File: config.mk
export PLATFORM = sky130hd
export DESIGN_NAME = bgi_queue
export DESIGN_NICKNAME = d
export VERILOG_FILES = /design/src/bgi_queue.sv
export SDC_FILE = /design/constraint.sdc
export NUM_CORES = 1
export LEC_CHECK = 0
export BUFFER_PORTS_ARGS = -buffer_cell sky130_fd_sc_hd__buf_2
export CAP_MARGIN = 10
export CORE_MARGIN = 5
export CORE_UTILIZATION = 52
export DETAILED_ROUTE_END_ITERATION = 6
export PLACE_DENSITY = 0.73
export SLEW_MARGIN = 30
export SYNTH_ARGS = -nofsm -noshare
export SYNTH_HDL_FRONTEND = slang
export SYNTH_SLANG_ARGS = --single-unit
File: constraint.sdc
create_clock -name aclk -period 5.4 [get_ports aclk]
set_clock_uncertainty 0.2 [all_clocks]
set_input_delay 0.27 -clock aclk [delete_from_list [all_inputs] [get_ports aclk]]
set_output_delay 0.27 -clock aclk [all_outputs]
set_load 0.02 [all_outputs]
File: src/bgi_queue.sv
`default_nettype none

module bgi_queue #(
    parameter int WIDTH = 64,
    parameter int DEPTH = 4
) (
    input  wire logic             aclk,
    input  wire logic             aresetn,
    input  wire logic             push,
    input  wire logic [WIDTH-1:0] push_data,
    input  wire logic             pop,
    output logic      [WIDTH-1:0] head_data,
    output logic                  empty,
    output logic                  full
);

    localparam int PW = (DEPTH > 1) ? $clog2(DEPTH) : 1;
    localparam int CW = $clog2(DEPTH + 1);

    logic [WIDTH-1:0] slot_reg [DEPTH];
    logic [PW-1:0]    wr_ptr_reg, wr_ptr_next;
    logic [PW-1:0]    rd_ptr_reg, rd_ptr_next;
    logic [CW-1:0]    count_reg, count_next;

    assign empty     = (count_reg == CW'(0));
    assign full      = (count_reg == CW'(DEPTH));
    assign head_data = slot_reg[rd_ptr_reg];

    always_comb begin
        wr_ptr_next = wr_ptr_reg;
        rd_ptr_next = rd_ptr_reg;
        count_next  = count_reg;
        if (push) begin
            wr_ptr_next = (wr_ptr_reg == PW'(DEPTH - 1)) ? PW'(0) : wr_ptr_reg + PW'(1);
        end
        if (pop) begin
            rd_ptr_next = (rd_ptr_reg == PW'(DEPTH - 1)) ? PW'(0) : rd_ptr_reg + PW'(1);
        end
        if (push && !pop) begin
            count_next = count_reg + CW'(1);
        end else if (pop && !push) begin
            count_next = count_reg - CW'(1);
        end
    end

    always_ff @(posedge aclk) begin
        if (!aresetn) begin
            wr_ptr_reg <= '0;
            rd_ptr_reg <= '0;
            count_reg  <= '0;
        end else begin
            wr_ptr_reg <= wr_ptr_next;
            rd_ptr_reg <= rd_ptr_next;
            count_reg  <= count_next;
        end
    end

    always_ff @(posedge aclk) begin
        if (push) begin
            slot_reg[wr_ptr_reg] <= push_data;
        end
    end

endmodule

`default_nettype wire

---- Yosys cells after proc, flatten, opt, wreduce, memory -nomap -nowiden ----
Memory sizes are Yosys's and may differ from the RTL's. A register that Yosys moved wholly into a read port is not among the register bits.
Cells that the tools add are included.
storage, ports and cells
  input bits .............................. 68
  RAM bits ................................ 256
  flip-flop bits (word level) ............. 7
  memories ................................ 1
  word-level logic and storage cells ...... 25
operators by class
  add/sub/neg operators ................... 4
  equal/unequal tests ..................... 3
  reduce and logical (&&, ||, !) cells .... 6
  muxes and demuxes ....................... 8
memory list
  memory    words  width  rd ports  clocked after memory_dff  write ports  line  source
  slot_reg  4      64     1         1                         1            20    logic [WIDTH-1:0] slot_reg [DEPTH];
operator list
  operator               number
  $mux W2                4
  $mux W3                2
  $add A2 B1 Y2 const B  2
  $eq A2 B2 Y1 const B   2
  $add A3 B1 Y3 const B  1
  $eq A3 B3 Y1 const B   1
  $logic_not A3 Y1       1
  $sub A3 B1 Y3 const B  1
  $logic_and A1 B1 Y1    2
  $logic_not A1 Y1       2
  $mux W1                2
  $reduce_bool A2 Y1     1

---- Longest topological paths before layout ----
  depth after elaboration ................. 4
  gate-level depth with buffers ........... 7

---- Worst setup path after synthesis ----
OpenSTA, ideal clock, no wires.
  path kind ............................... register to register
  from .................................... register wr_ptr_reg[0]
  to ...................................... memory slot_reg[3][0], enable pin
  cell stages (with the launch flop) ...... 3
  required time ........................... 4.772 ns
  arrival time ............................ 2.054 ns
  path slack .............................. 2.717 ns
  path through ............................ dfxtp_1 ha_1 and2_1
RTL lines
  what                    line  source
  start, declared         21    logic [PW-1:0] wr_ptr_reg, wr_ptr_next;
  start signal, assigned  52    wr_ptr_reg <= wr_ptr_next;
  end, declared           20
No word-level cell before the write port.

==> metrics.csv <==
metric,value,unit
Critical Path Sink,head_data[44],
"area leader, netlist",edfxtp_1,
Max H-tree Level,1,
cell internal pwr,0.00365,W
gr usage total,16.0,%
final hold vios,0,
Synth async-reset ratio,0,%
Seq pwr share,51.7,%
clk_lat worst skew,0.50,ns
Final Cell Area,12300,um^2
area grow syn2layout,25.7,%
Diodes inserted,0,
fmax,0.361,GHz
# hold bufs at CTS,68,
most frequent cells in the layout,"256 x edfxtp_1, 133 x buf_2, 68 x dlygate4sd3_1, 60 x mux4_2, 27 x clkbuf_16",
die width,147,um
number of flops mapped to enable cells by yosys,256,
Crit path arrival time,2.30,ns
library cells used by synthesis,23,
post-route clock period utilization,51.2,%
share of the yosys chip area belonging to registers,80.5,%
DR vias/cell,5.34,
class of the most critical setup path,reg -> out,
CP Buf/Inv Count,2,
CP endpoint kind,output pin,
number of DRC markers in iteration 0,260,
RR Endpoint,slot_reg[0][16]$_DFFE_PP_,
Resized Gates After CTS,0,
# DRC,0,
vias in the first global route,5023,
initial antenna violation count,0,
CP top delay family,multiplexers,
"antenna viol nets, final",0,
total number of cells along the worst setup path,3,
layout cells sized above 1,39.7,%
# setup viols final,0,
max_slew headroom,65.3,%
startpoint types,flip-flop,
cts bufs inserted,26,
Ys Warns,0,
filler instances,1198,
"Max FO, Critical Path",19,
clock network power share,38.2,%
r2r startpoint,wr_ptr_reg[0]$_SDFFE_PN0P_,
GR Overflow Total,0,
Max-cap violations,0,
nets,675,
starting density of the core,52.6,%
setup_tns,0,ns
chip height,147,um
"Top FF cell, synth",edfxtp_1,
top post-synthesis cells by area,"edfxtp_1 79%, mux4_2 14%, dfxtp_1 1.8%",
Largest register FFs,256,
min Tclk post-route,2.77,ns
Worst-Margin Slew,0.520,ns
"Net Count, Synth",453,
DR WL/cell,20.2,um
Placer Congestion,0.675,
drt pass-1 iters,4,
Core ar.,18600,um^2
power share of the combinational group,10.2,%
# rows,50,
first-pass GRT wire length,27.2,mm
top cell type's share of synthesized area,78.7,%
Pins Over Slew Limit,0,
area occupied by multi-input gates,1730,um^2
depth of the worst register-to-register path,4,
num ports,134,
Sw Share,21.1,%
"flops & latches, synth",265,
worst path cell trace,buf_4 > mux4_1 > buf_2,
IO buf count,133,
# clock sinks,265,
Worst path slowest cell,mux4_1,
R2R setup slack,3.49,ns
post-CTS setup buffers,0,
max incr delay on CP,0.63,ns
largest net degree at the start of global routing,65,
Root Buffer Master,clkbuf_16,
NetSw,0.000977,W
Reg area,7880,um^2
Synth Instances,378,
Max clock buf depth,3,
"most common cell after layout, fill and taps aside",edfxtp_1,
Hold Path Class,in -> reg,
synthesized area per cell,25.8,um^2
routed via count,4560,
status,"complete, no violations",
Post-DP HPWL,10.2,mm
RSZ-0062 raised after global routing,false,
Clock Pin Slew Worst Setup and Hold Paths,0.06,ns
CTS tree,yes,
DP Area,10700,um^2
Lkg Pwr,4.24,nW
Worst Path Required,4.93,ns
Cell Pwr Density,376,nW/um^2
Peak VDD IR,293,uV
Netlist Area Pre-Place,9770,um^2
final wirelength,17.3,mm
Die ar.,21600,um^2
-- Yosys cell counts (all sizes together) (2+ instances only) --
cell and number:
and2 5, buf 13, dfxtp 9, edfxtp 256, ha 6, inv 4
mux2i 4, mux4 64, nor2b 5, nor3 2
-- cell families (layout without fill, tap and decap cells) --
| kind of cell | count (synthesis) | in the layout | share of synthesized area (%) |
|---|---|---|---|
| flops | 265 | 265 | 80.5 |
| mux | 68 | 68 | 15.3 |
| compound gates | 3 | 3 | 0.205 |
| buf+inv | 18 | 260 | 1.86 |
| simple gates | 15 | 15 | 0.922 |
| fa+ha+maj | 7 | 7 | 0.973 |
| xor+xnor | 2 | 2 | 0.179 |
-- power groups by stage --
stage	Combinational [W]	Clock [W]	Sequential, W
finish	0.000471	0.00176	0.00239
global route	0.000507	0.00191	0.00240
CTS	0.000453	0.00181	0.00241
detailed placement	0.000412	0	0.00245
global placement	0.000394	0	0.00245
floorplan	0.000291	0	0.00242
-- final cells by class --
class / instances / share of cell area, %
Multi-Input combinational cell: 95 / 14.1
Timing Repair Buffer: 208 / 12.2
Clock inverter: 9 / 0.784
Tap cell: 234 / 2.38
Clock buffer: 39 / 6.27
Inverter: 4 / 0.122
Sequential cell: 265 / 64.1
-- how the worst min path moves through the flow --
stage / depth (start not counted) / end / slack, ns / from
after floorplan: 0 / slot_reg[0][0]$_DFFE_PP_ / 0.17 / push_data[0]
after global placement: 1 / slot_reg[1][35]$_DFFE_PP_ / 0.28 / push_data[35]
after detailed placement: 1 / slot_reg[2][42]$_DFFE_PP_ / 0.29 / push_data[42]
after CTS: 2 / slot_reg[1][56]$_DFFE_PP_ / 0.29 / push_data[56]
after global routing: 2 / slot_reg[3][39]$_DFFE_PP_ / 0.31 / push_data[39]
final: 2 / slot_reg[3][22]$_DFFE_PP_ / 0.31 / push_data[22]
-- per-layer routing --
| metal | global-route usage, % | share of wire [%] |
|---|---|---|
| met1 | 21.0 | 41 |
| met2 | 28.1 | 52 |
| met3 | 3.27 | 5.9 |
| met4 | 3.63 | 1.5 |
| met5 | 0 | 0 |
-- per-stage QoR --
step	total power [W]	utilization (%)	worst slack (ns)	hold WS, ns	std cells
after CTS	0.00467	65.8	2.00	0.287	852
after detailed placement	0.00287	57.5	2.55	0.287	736
final	0.00462	66.1	2.63	0.311	854
after global placement	0.00284	57.0	2.57	0.280	732
after floorplan	0.00271	-	2.72	0.169	378
after global routing	0.00481	66.1	2.44	0.305	854
Power figures use the tool's default switching activity.
