`src/bgi_pkg.sv`:
```
`default_nettype none

package bgi_pkg;

    localparam int IDX_W      = 6;
    localparam int STEP_W     = 16;
    localparam int WGT_W      = 17;
    localparam int FRAC_W     = 16;
    localparam int CFG_ADDR_W = 1;
    localparam int QUEUE_DEPTH = 4;

    // 1.0 in the weight format
    localparam logic [WGT_W-1:0] WGT_ONE = WGT_W'(1) << FRAC_W;

    localparam logic [STEP_W-1:0] STEP_RESET = STEP_W'(7282);

    typedef enum logic [CFG_ADDR_W-1:0] {
        REG_STEP_X = 1'b0,
        REG_STEP_Y = 1'b1
    } cfg_reg_t;

    typedef enum logic {
        OP_LOAD  = 1'b0,
        OP_QUERY = 1'b1
    } op_t;

    typedef enum logic [1:0] {
        SIDE_BOTTOM = 2'd0,
        SIDE_TOP    = 2'd1,
        SIDE_LEFT   = 2'd2,
        SIDE_RIGHT  = 2'd3
    } side_t;

    // classified item as it travels from front to back
    typedef struct packed {
        op_t              op;
        side_t            side;
        logic [IDX_W-1:0] position;
        logic [IDX_W-1:0] col;
        logic [IDX_W-1:0] row;
        logic [WGT_W-1:0] ax;
        logic [WGT_W-1:0] ay;
    } job_t;

endpackage

`default_nettype wire

```
`src/bgi_front.sv`:
```
`default_nettype none

module bgi_front (
    input  wire logic                             aclk,
    input  wire logic                             aresetn,
    input  wire logic                             cfg_valid,
    output logic                                  cfg_ready,
    input  wire logic [bgi_pkg::CFG_ADDR_W-1:0]   cfg_index,
    input  wire logic [bgi_pkg::STEP_W-1:0]       cfg_data,
    input  wire logic                             s_valid,
    output logic                                  s_ready,
    input  wire logic                             s_operation,
    input  wire logic [1:0]                       s_side,
    input  wire logic [bgi_pkg::IDX_W-1:0]        s_position,
    input  wire logic [bgi_pkg::IDX_W-1:0]        s_col,
    input  wire logic [bgi_pkg::IDX_W-1:0]        s_row,
    input  wire logic                             q_full,
    output logic                                  q_push,
    output bgi_pkg::job_t                         q_job
);

    localparam int PROD_W = bgi_pkg::IDX_W + bgi_pkg::STEP_W;

    logic [bgi_pkg::STEP_W-1:0] step_x_reg;
    logic [bgi_pkg::STEP_W-1:0] step_y_reg;
    logic [PROD_W-1:0]          prod_x;
    logic [PROD_W-1:0]          prod_y;

    assign cfg_ready = 1'b1;

    always_ff @(posedge aclk) begin
        if (!aresetn) begin
            step_x_reg <= bgi_pkg::STEP_RESET;
            step_y_reg <= bgi_pkg::STEP_RESET;
        end else if (cfg_valid) begin
            case (bgi_pkg::cfg_reg_t'(cfg_index))
                bgi_pkg::REG_STEP_X: step_x_reg <= cfg_data;
                bgi_pkg::REG_STEP_Y: step_y_reg <= cfg_data;
                default: ;
            endcase
        end
    end

    // weights saturate at 1.0
    assign prod_x = PROD_W'(s_col) * PROD_W'(step_x_reg);
    assign prod_y = PROD_W'(s_row) * PROD_W'(step_y_reg);

    assign s_ready = !q_full;
    assign q_push  = s_valid && s_ready;

    always_comb begin
        q_job          = '0;
        q_job.op       = bgi_pkg::op_t'(s_operation);
        q_job.side     = bgi_pkg::side_t'(s_side);
        q_job.position = s_position;
        q_job.col      = s_col;
        q_job.row      = s_row;
        if (q_job.op == bgi_pkg::OP_QUERY) begin
            q_job.ax = (prod_x > PROD_W'(bgi_pkg::WGT_ONE)) ? bgi_pkg::WGT_ONE
                                                            : prod_x[bgi_pkg::WGT_W-1:0];
            q_job.ay = (prod_y > PROD_W'(bgi_pkg::WGT_ONE)) ? bgi_pkg::WGT_ONE
                                                            : prod_y[bgi_pkg::WGT_W-1:0];
        end
    end

endmodule

`default_nettype wire

```
`config.mk`:
```
export PLATFORM = sky130hd
export DESIGN_NAME = bgi_front
export DESIGN_NICKNAME = d
export VERILOG_FILES = /design/src/bgi_pkg.sv /design/src/bgi_front.sv
export SDC_FILE = /design/constraint.sdc
export NUM_CORES = 1
export LEC_CHECK = 0
export BUFFER_PORTS_ARGS = -buffer_cell sky130_fd_sc_hd__clkbuf_2
export CAP_MARGIN = 30
export CORE_MARGIN = 2
export CORE_UTILIZATION = 47
export CTS_CLUSTER_SIZE = 24
export DETAILED_ROUTE_END_ITERATION = 8
export PLACE_DENSITY = 0.67
export SYNTH_ARGS = -nofsm -noshare
export SYNTH_HDL_FRONTEND = slang
export SYNTH_SLANG_ARGS = --single-unit
```
`constraint.sdc`:
```
create_clock -name aclk -period 13.7 [get_ports aclk]
set_input_delay 0.685 -clock aclk [delete_from_list [all_inputs] [get_ports aclk]]
set_output_delay 0.685 -clock aclk [all_outputs]
set_load 0.01 [all_outputs]
```
; Word level (Yosys, flattened, before mapping)
; Cells that the tools add are included.
[classes]
mul = 2
order_cmp = 2
muxes = 3
n_bitwise = 1
reduce_logical = 4
[ops]
columns = cell, count
row1 = "greater-than comparator 22 x 17 -> 1 bit, second input constant", 2
row2 = multiplier 6 x 16 -> 22 bit, 2
row3 = two-way mux 17 bit, 2
row4 = two-way mux 34 bit, 1
row5 = AND reduction 2 bit, 2
row6 = logical AND 1 bit, 1
row7 = zero test 1 bit, 1
row8 = NOT 1 bit, 1
[word_totals]
register_bits = 32
inputBits = 43
elab_cells = 14

; Depth between registers and ports, before layout
[logic_depth]
depth_word = 4
mapped_depth = 18
mapped_depth_nobuf = 15

; Worst setup path before layout
; No wires, ideal clock.
[synth_timing]
path_kind = input to output
start = input port s_row[5] (netlist name)
end = output port q_job[5] (netlist name)
arrival_ns = 4.896
required_ns = 13.015
setup_slack_ns = 8.119
stages = 17
path_buffers = 2
path_cell_list = clkbuf_1 nand2_1 fa_1 inv_1 fa_1 inv_1 fa_1 inv_1 ha_1 buf_6 a21oi_1 o21ai_0 a41o_1 or3_4 a2111oi_4 nand2_4 nor4_1
[synth_lines]
columns = element, line_no
row1 = start: declaration, bgi_front.sv:16  ; input wire logic [bgi_pkg::IDX_W-1:0] s_row,
row2 = end: declaration, bgi_front.sv:19  ; output bgi_pkg::job_t q_job

==> impl_results.md <==
- Status: completed
- CP Capture Type: output pin
- Iter 0 DRT Violations: 396
- Hold Path Origin: step_y_reg[6]$_SDFFE_PN1P_
- Max-Slew Margin vs Limit: 47.0%
- CTS Sinks: 32
- Synth Warn #: 0
- FF-to-FF Start: step_x_reg[0]$_SDFFE_PN0P_
- CTS tree: built
- Final worst setup slack: 7.51 ns
- DRT Pass-1 Iters: 4
- Area leader, netlist: fa_1
- Vias in the first global route: 6,399
- Critical path launch point type: input port
- WL met1: 9280 µm
- Dominant cells by area after synthesis: fa_1 (28%), and2_1 (13%), ha_1 (9.1%), dfxtp_1 (7.8%), inv_1 (7.5%)
- IO Port Bufs: 83
- Largest net degree at the start of global routing: 33
- DRC violations left: 0
- Final setup viols: 0
- Net Sw Power: 0.000572 W
- CTS H-tree lvls: 2
- Met2 wire length: 8350 µm
- Yosys top cell area share: 27.7%
- Data required, critical path: 13.02 ns
- Max_cap viols: 0
- Initial antenna violation count: 0
- Fmax: 162 MHz
- Gr usage total: 20.5%
- Met3 routed WL: 712 µm
- Clock Latency Late Sink: 0.27 ns
- Synth Flop Type: dfxtp_1
- Final Cycle Share: 45.2%
- Max Slew Vio Count: 0
- Fill count: 1,711
- Routed wire length: 18,600 µm
- Num rows: 48
- Seq pwr share: 10.0%
- Die H: 136 µm
- Int Power: 0.000517 W
- Initial Util: 47.8%
- Post-cts resize count: 0
- Core footprint: 17,200 µm²
- Dpl ws: 7.52 ns
- Clk pin slew, worst setup/hold paths: 0.05 ns
- Clock buffer depth: 2
- Final min period: 6.19 ns
- Routed Antenna Nets: 0
- Top Ports: 101
- Clock tree root driver cell: clkbuf_16
- Postcts setup bufs: 0
- Clk_skew: 0 ns
- First-pass GRT wire length: 31,300 µm
- Syn_area_per_cell: 8.19 µm²
- Layout cells sized above 1: 13.1%
- WS Path Type: input port to output pin
- Vias: 6,704
- Final core utilization: 50.8%
- N_diodes: 0
- Ys async rst share: 0%
- RSZ-0062 raised after global routing: false
- CP max FO: 17
- Syn Nets: 1,223
- Flops & latches, synth: 32
- Synth Instances: 1,006
- Nets: 1,259
- Post-synth EDFFs: 0
- Dpl hpwl: 15,500 µm
- Worst path arrival time: 5.50 ns
- Leak pwr: 4.32 nW
- Comb power frac: 78.8%
- P&R area growth vs syn: 6.30%
- Wire per inst: 14.6 µm
- Sw Share: 52.5%
- Clock network fraction of total power: 11.2%
- Die Area: 18,600 µm²
- Sequential area share after synthesis: 7.77%
- Post-CTS Hold Fix Bufs: 0
- Via density: 5.29
- Mapped Area: 8240 µm²
- HP Class: register to register
- Yosys cell types: 69
- Setup TNS: 0 ns
- Worst VDD drop: 0.0999 mV
- Die Wd: 136 µm
- Worst slew pin tran: 0.793 ns
- Routability Congestion: 0.919
- Uppermost layer routed: met4
- CTS buffer count: 5
- Total grt overflow: 0
- Hold slack: 0.539 ns
- PnR Total Power: 0.00109 W
- CP startpoint: s_col[0]
- Final Hold Fails: 0
- P per Cell Area: 124 nW/µm²
## cells in the mapped netlist (6+ instances only)
| library cell | n |
|---|---|
| and2_1 | 166 |
| inv_1 | 164 |
| nand2_1 | 129 |
| fa_1 | 114 |
| ha_1 | 60 |
| a21oi_1 | 33 |
| dfxtp_1 | 32 |
| clkbuf_1 | 25 |
| nand3_1 | 23 |
| buf_4 | 22 |
| a21boi_0 | 21 |
| o21ai_0 | 21 |
| nor2_1 | 16 |
| xnor2_1 | 15 |
| nor3_2 | 14 |
| a21o_1 | 12 |
| xor2_1 | 12 |
| a31oi_1 | 7 |
| and3_1 | 7 |
| buf_6 | 7 |
| nor3_1 | 7 |
| o211ai_1 | 7 |
| nand4_1 | 6 |
| nor4_1 | 6 |
## cell usage in the layout (no fill, tap or decap), drive strengths merged, types with 12 or more instances in the layout
| master | netlist | final |
|---|---|---|
| and2 | 167 | 167 |
| inv | 165 | 165 |
| nand2 | 130 | 130 |
| fa | 114 | 114 |
| clkbuf | 26 | 89 |
| ha | 60 | 60 |
| a21oi | 36 | 36 |
| dfxtp | 32 | 32 |
| o21ai | 24 | 24 |
| nand3 | 23 | 23 |
| a21boi | 22 | 22 |
| nor3 | 21 | 21 |
| nor2 | 16 | 16 |
| xnor2 | 15 | 15 |
| a21o | 13 | 13 |
| xor2 | 12 | 12 |
## path summary, 6_finish.rpt
| path | slack (ns) | end | cells past startpoint |
|---|---|---|---|
| min reg2reg | 0.54 | step_y_reg[6]$_SDFFE_PN1P_ | 2 |
| max reg2reg | 12.84 | step_x_reg[0]$_SDFFE_PN0P_ | 2 |
| min | 0.54 | step_y_reg[6]$_SDFFE_PN1P_ | 2 |
| max | 7.51 | q_job[25] | 16 |
## area by class of cell
class / count / area [µm²] / area share [%]
Multi-Input combinational cell: 753 / 6630 / 75.6
Clock buffer: 6 / 129 / 1.47
Timing Repair Buffer: 85 / 430 / 4.91
Inverter: 165 / 619 / 7.07
Clock inverter: 2 / 35.0 / 0.400
Sequential cell: 32 / 641 / 7.31
Tap cell: 225 / 282 / 3.21
## worst max-delay path, stage by stage
cell and delay [ns]:
clkbuf_2 0.28, and2_1 0.28, fa_1 0.50, fa_1 0.56, inv_1 0.05, fa_1 0.47
inv_1 0.04, ha_1 0.36, a21oi_1 0.27, o21ai_0 0.15, a221o_1 0.36, or3_1 0.35
a211oi_2 0.26, nand4_2 0.39, nor3b_1 0.32, clkbuf_2 0.17
## per-layer routing
layer  up-vias  GRT usage [%]
met5         -              0
met4         0           3.13
met3        18           1.90
met2       122           32.5
met1      3291           31.0
li1       3273              -
## power by group through the flow
stage / registers [W] / logic, W / clock network, W
6_report: 0.000109 / 0.000858 / 0.000122
5_1_grt: 0.000110 / 0.000959 / 0.000128
4_1_cts: 0.000109 / 0.000859 / 0.000124
3_5_place_dp: 0.000111 / 0.000854 / 0
3_3_place_gp: 0.000111 / 0.000848 / 0
2_1_floorplan: 0.000105 / 0.000711 / 0
## metrics by stage
step	instance area, µm²	cells
after floorplan	8240	1006
after CTS	8760	1268
after detailed placement	8600	1260
after global placement	8590	1259
after global routing	8760	1268
final	8760	1268
## cells by family after synthesis
group	count (synthesis)	share of synthesized area, %
compound gates	146	12.9
xor+xnor	27	2.87
fa+ha+maj	174	36.8
buf+inv	221	11.8
flops	32	7.77
mux	1	0.121
other cells	1	0.0455
simple gates	404	27.7
(Power assumes the default switching activity.)
